### config.mk
export PLATFORM = sky130hd
export DESIGN_NAME = ccx_front
export DESIGN_NICKNAME = d
export VERILOG_FILES = /design/src/rtl/ccx_pkg.sv /design/src/rtl/ccx_front.sv
export SDC_FILE = /design/constraint.sdc
export NUM_CORES = 1
export LEC_CHECK = 0
export BUFFER_PORTS_ARGS = -buffer_cell sky130_fd_sc_hd__buf_2
export CAP_MARGIN = 20
export CORE_MARGIN = 2
export CORE_UTILIZATION = 45
export DETAILED_ROUTE_END_ITERATION = 6
export GPL_ROUTABILITY_DRIVEN = 0
export PLACE_DENSITY = 0.69
export SETUP_SLACK_MARGIN = 0.15
export SLEW_MARGIN = 25
export SYNTH_ARGS = -nofsm -noshare
export SYNTH_HDL_FRONTEND = slang
export SYNTH_SLANG_ARGS = --single-unit
### constraint.sdc
create_clock -name clk -period 2.6 [get_ports clk]
set_clock_uncertainty 0.05 [all_clocks]
set_input_delay 0 -clock clk [delete_from_list [all_inputs] [get_ports clk]]
set_output_delay 0 -clock clk [all_outputs]
set_load 0.05 [all_outputs]
### src/rtl/ccx_pkg.sv
// ----------------------------------------------------------------------------
// ccx_pkg: shared types and constants for the stream cipher XOR unit
// Holds the cipher constants, default round count and front-to-back word type.
// ----------------------------------------------------------------------------
package ccx_pkg;

  localparam int DoubleRoundsDefault = 10;
  localparam int CfgIdxW = 3;

  localparam logic [CfgIdxW-1:0] REG_KEY_LOW      = 3'd0;
  localparam logic [CfgIdxW-1:0] REG_KEY_MID_LOW  = 3'd1;
  localparam logic [CfgIdxW-1:0] REG_KEY_MID_HIGH = 3'd2;
  localparam logic [CfgIdxW-1:0] REG_KEY_HIGH     = 3'd3;
  localparam logic [CfgIdxW-1:0] REG_NONCE        = 3'd4;
  localparam logic [CfgIdxW-1:0] REG_START_CTR    = 3'd5;

  localparam logic [31:0] SIGMA0 = 32'h61707865;
  localparam logic [31:0] SIGMA1 = 32'h3320646e;
  localparam logic [31:0] SIGMA2 = 32'h79622d32;
  localparam logic [31:0] SIGMA3 = 32'h6b206574;

  // classified word from the front end
  typedef struct packed {
    logic [31:0] data;
    logic [2:0]  count;
    logic        restart;
  } word_t;

  typedef enum logic [1:0] {
    ST_IDLE,
    ST_ROUND,
    ST_FEED,
    ST_EMIT
  } state_t;

  function automatic logic [127:0] quarter_round(input logic [127:0] q);
    logic [31:0] a, b, c, d;
    begin
      a = q[31:0]; b = q[63:32]; c = q[95:64]; d = q[127:96];
      a = a + b; d = d ^ a; d = {d[15:0], d[31:16]};
      c = c + d; b = b ^ c; b = {b[19:0], b[31:20]};
      a = a + b; d = d ^ a; d = {d[23:0], d[31:24]};
      c = c + d; b = b ^ c; b = {b[24:0], b[31:25]};
      return {d, c, b, a};
    end
  endfunction

endpackage

### src/rtl/ccx_front.sv
// ----------------------------------------------------------------------------
// ccx_front: input stage and word queue
// Accepts input words, clamps the byte count and queues them for the back end.
// ----------------------------------------------------------------------------
module ccx_front (
  input  logic              clk,
  input  logic              rst,
  input  logic              in_valid,
  output logic              in_ready,
  input  logic [31:0]       data_in,
  input  logic [2:0]        valid_bytes,
  input  logic              restart,
  output logic              q_valid,
  input  logic              q_ready,
  output ccx_pkg::word_t    q_word
);

  ccx_pkg::word_t slot [2];
  logic           wr_ptr, rd_ptr;
  logic [1:0]     fill;
  ccx_pkg::word_t w_in;
  logic           push, pop;

  always_comb begin
    w_in.data    = data_in;
    w_in.count   = (valid_bytes > 3'd4) ? 3'd4 : valid_bytes;
    w_in.restart = restart;
  end

  assign in_ready = (fill != 2'd2);
  assign q_valid  = (fill != 2'd0);
  assign q_word   = slot[rd_ptr];
  assign push     = in_valid && in_ready;
  assign pop      = q_valid && q_ready;

  always_ff @(posedge clk) begin
    if (push) begin
      slot[wr_ptr] <= w_in;
    end
  end

  always_ff @(posedge clk) begin
    if (rst) begin
      wr_ptr <= 1'b0;
      rd_ptr <= 1'b0;
      fill   <= 2'd0;
    end else begin
      if (push) wr_ptr <= ~wr_ptr;
      if (pop)  rd_ptr <= ~rd_ptr;
      fill <= fill + {1'b0, push} - {1'b0, pop};
    end
  end

`ifndef SYNTHESIS
  a_fill_range: assert property (@(posedge clk) disable iff (rst) fill <= 2'd2)
    else $error("queue fill out of range");
  a_no_push_full: assert property (@(posedge clk) disable iff (rst)
    fill == 2'd2 |-> !push)
    else $error("push into full queue");
  a_ptr_match: assert property (@(posedge clk) disable iff (rst)
    (fill == 2'd0 || fill == 2'd2) |-> wr_ptr == rd_ptr)
    else $error("queue pointers out of step");
`endif

endmodule

======== Word level (Yosys, flattened, before mapping) ========
Memories as Yosys holds them, arrays and structs flattened. A register that Yosys moved wholly into a read port is not among the register bits.
Index checks and enable logic that the tools add are counted.
storage, ports and cells
  output and inout bits ................... 38
  memories ................................ 1
  word-level logic and storage cells ...... 18
  flip-flop bits (word level) ............. 4
  input port bits ......................... 40
  RAM bits ................................ 72
cells by class
  eq/ne operators ......................... 1
  $lt $le $gt $ge ......................... 1
  reductions and logical operators ........ 3
  muxes and demuxes ....................... 5
  bitwise logic cells ..................... 2
  add/subtract/negate cells ............... 2
memories
  name  words  bits a word  read ports  clocked after Yosys merged registers in  write ports  line             RTL
  slot  2      36           1           1                                        1            ccx_front.sv:18  ccx_pkg::word_t slot [2];
operators with widths
  operator                                     count
  1-bit 2-to-1 mux                             4
  3-bit > comparator (second input constant)   1
  3-bit 2-to-1 mux                             1
  2-bit by 1-bit adder with 2-bit output       1
  1-bit logical AND                            2
  2-bit != test (second input constant)        1
  1-bit inverter                               2
  2-bit nonzero test                           1
  2-bit by 1-bit subtractor with 2-bit output  1

======== Longest topological paths before layout ========
  depth in word-level cells ............... 4
  mapped depth ............................ 6
  gate-level depth less buffers ........... 6

======== Least setup slack after synthesis ========
Ideal clock, no wire load.
  path type ............................... flip-flop to flip-flop
  start ................................... register fill[0]
  end ..................................... memory slot[1][0] (netlist bit) (enable)
  path slack .............................. 232 ps
  data required time ...................... 2153 ps
  arrival ................................. 1921 ps
  cell stages (with the launch flop) ...... 3
  library setup time ...................... 397 ps
  clock period less this slack ............ 2368 ps
  path buffers ............................ 0
  cells stage by stage .................... dfxtp_1 nand2b_1 and3_1
on the way
  cells in the longest elaborated chain, start to end .. 4
ends and longest elaborated chain
  what                                    line             RTL
  from (decl)                             ccx_front.sv:20  logic [1:0] fill;
  from (signal assigned)                  ccx_front.sv:50  fill <= fill + {1'b0, push} - {1'b0, pop};
  2-bit != test                           ccx_front.sv:30  assign in_ready = (fill != 2'd2);
  net in_ready                            ccx_front.sv:9   output logic in_ready,
  1-bit logical AND                       ccx_front.sv:33  assign push = in_valid && in_ready;
  1-bit 2-to-1 mux                        ccx_front.sv:37  if (push) begin
  1-bit 2-to-1 mux (implied by the code)  ccx_front.sv:38  slot[wr_ptr] <= w_in;
  to (decl)                               ccx_front.sv:18
The timed path passes the listed nets, and every way through them passes these cells.

==> run summary <==
number of remaining DRC errors - 0
Placeable Area - 0.00624 mm^2
port buffer count - 77
CTS Root Cell - clkbuf_8
sequential share of power - 43.1%
Syn Inst Count - 144
Max-cap violations - 0
post-layout util - 63.4%
P_int - 0.00241 W
clock buffer depth - 2
synth unique cells - 24
Post-Syn Area - 0.00286 mm^2
Comb power frac - 31.1%
Routed Antenna Nets - 0
1st-pass router iterations - 4
Lkg Pwr - 1.52 nW
share of layout cells above drive strength 1 - 49.8%
crit path max-delay cell type - dfxtp_2
Slew headroom - 64.5%
Clock transition at path regs - 70 ps
htree depth - 3
R2R Path Start - fill[0]
Final setup viols - 0
wire per inst - 14.7 um
DP HPWL - 3140 um
via/cell ratio - 4.69
crit path max fanout - 21
CTS tree - done
Reg2Reg Depth - 3
Vias - 1651
number of fill cells - 468
clock buffer count from CTS - 9
Seq/Total Area, Yosys - 79.0%
initial antenna violation count - 0
Layout Nets - 311
Worst Max-Slew Pin Slew - 533 ps
Hold Path Origin - q_ready
worst path required time - 2550 ps
Die Height - 83.8 um
Die Width - 83.8 um
Post-Route WL - 5160 um
R2R Setup Slk - 900 ps
final critical-path share of the clock period - 73.8%
RSZ-0062 raised after global routing - false
R2R Path End - slot[1][24]
commonest non-fill, non-tap cell in the layout - buf_2
first-pass GRT wire length - 8120 um
clock network fraction of design power - 25.8%
post-CTS sizing - 0
GRT overflow - 0
Worst EP arrival - 1870 ps
post-CTS setup buffers - 0
warnings from Yosys - 0
Sw Ratio - 34.6%
most frequent cells in the layout - 77 x buf_2, 72 x edfxtp_1, 38 x dlygate4sd3_1
DIE AREA - 0.00702 mm^2
vias in the first global route - 1724
f_max - 521 MHz
ANT cells - 0
maximum vdd drop - 0.573 mV
Crit Path Class - reg -> out
total global-route track usage - 15.6%
final hold violations - 0
Starting DRT DRC Count - 78
Final Slew Violations - 0
Layout area overhead - 38.1%
Critical path destination - q_word[34]
FP Rows - 29
switching power - 0.00127 W
Syn Nets - 185
crit-path cells - buf_4 > mux2_2 > buf_2
clock sinks - 77
crit path launch type - register
max incr delay on CP - 670 ps
worst skew pair latency - 340 ps
initial core utilization - 45.9%
largest net degree at the start of global routing - 37
Avg Inst Size Synth - 19.9 um^2
Tmin final - 1920 ps
cts hold-fix bufs - 38
Worst Setup End Kind - primary output
P per Cell Area - 931 mW/mm^2
Yosys reg bits - 77
run status - finished clean
Hold Path Class - in -> reg
Final TNS setup - 0 ps
io pins - 78
==> cells in the mapped netlist, drive strengths merged <==
library cell  instances  share of area (%)
nor2                  5               0.66
edfxtp               72                 75
a21bo                 2               0.70
clkbuf                1               0.13
a32oi                 1               0.31
xor2                  1               0.31
nand2b                1               0.22
inv                   1               0.13
and3                  1               0.22
mux2                 37                 15
nor2b                 4               0.87
nand3b                1               0.26
buf                   4               0.79
and2b                 1               0.26
a21oi                 1               0.17
dfxtp                 5                3.5
ha                    1               0.44
nand3                 1               0.17
or2                   1               0.22
o21ai                 2               0.35
a211oi                1               0.26
==> worst min-delay path by stage <==
| stage | slack, ps | depth (start not counted) | endpoint |
|---|---|---|---|
| after detailed placement | 140 | 1 | slot[0][4] |
| after floorplan | 20 | 1 | wr_ptr |
| after global placement | 140 | 1 | slot[0][30] |
| after global routing | 80 | 4 | rd_ptr |
| after CTS | 30 | 4 | rd_ptr |
| final | 50 | 4 | rd_ptr |
==> flip-flops by register name, summed over array words and instances (netlist names), named ones only <==
signal / flops
fill: 2
slot: 72
wr_ptr: 1
rd_ptr: 1
==> layer usage <==
metal,vias to the layer above,global-route usage (%),part of all wire (%)
met3,9,3.56,4.6
met1,775,18.5,43
met5,-,0,0
met2,55,26.6,50
met4,0,7.92,2.1
li1,812,-,-
==> power by group through the flow <==
stage / combinational (W) / clock [W] / sequential [W]
2_1_floorplan: 0.000912 / 0 / 0.00157
3_3_place_gp: 0.00110 / 0 / 0.00161
3_5_place_dp: 0.00110 / 0 / 0.00162
4_1_cts: 0.00115 / 0.000972 / 0.00159
5_1_grt: 0.00120 / 0.00102 / 0.00160
6_report: 0.00114 / 0.000951 / 0.00159
==> cell families after synthesis <==
logic type,count (synthesis),synth area share (%)
AOI/OAI and AO/OA,7,1.79
muxes,37,14.5
and+or+nand+nor,15,2.88
adders and majority gates,1,0.437
DFF,77,79.0
buffers and inverters,6,1.05
xor gates and xnor gates,1,0.306
==> worst max-delay path, delay by kind of cell, from the launching register on <==
family	cells	cell delay, ps
buffers and inverters	2	500
flip-flops	1	670
multiplexers	1	360
==> through the flow <==
step                      setup slack [ps]  instances  power [W]  hold slack (ps)  cell area (um^2)
final                                  681        352    0.00368             46.7              3950
after detailed placement               885        298    0.00272              142              3360
after global placement                 932        298    0.00271              138              3360
after floorplan                        232        144    0.00248             19.1              2860
after global routing                   563        352    0.00383             80.1              3950
after CTS                              629        352    0.00371             30.9              3950
==> final cells by class <==
| class | count | area [um^2] | area share [%] |
|---|---|---|---|
| well taps | 77 | 96.3 | 2.44 |
| clock inverters | 7 | 90.1 | 2.28 |
| flip-flops and latches | 77 | 2260 | 57.2 |
| repair buffers | 120 | 803 | 20.3 |
| clock buffers | 9 | 124 | 3.13 |
| multi-input cells | 61 | 573 | 14.5 |
| inverters | 1 | 3.75 | 0.0949 |
No activity file was read; power rests on OpenSTA's default activity.
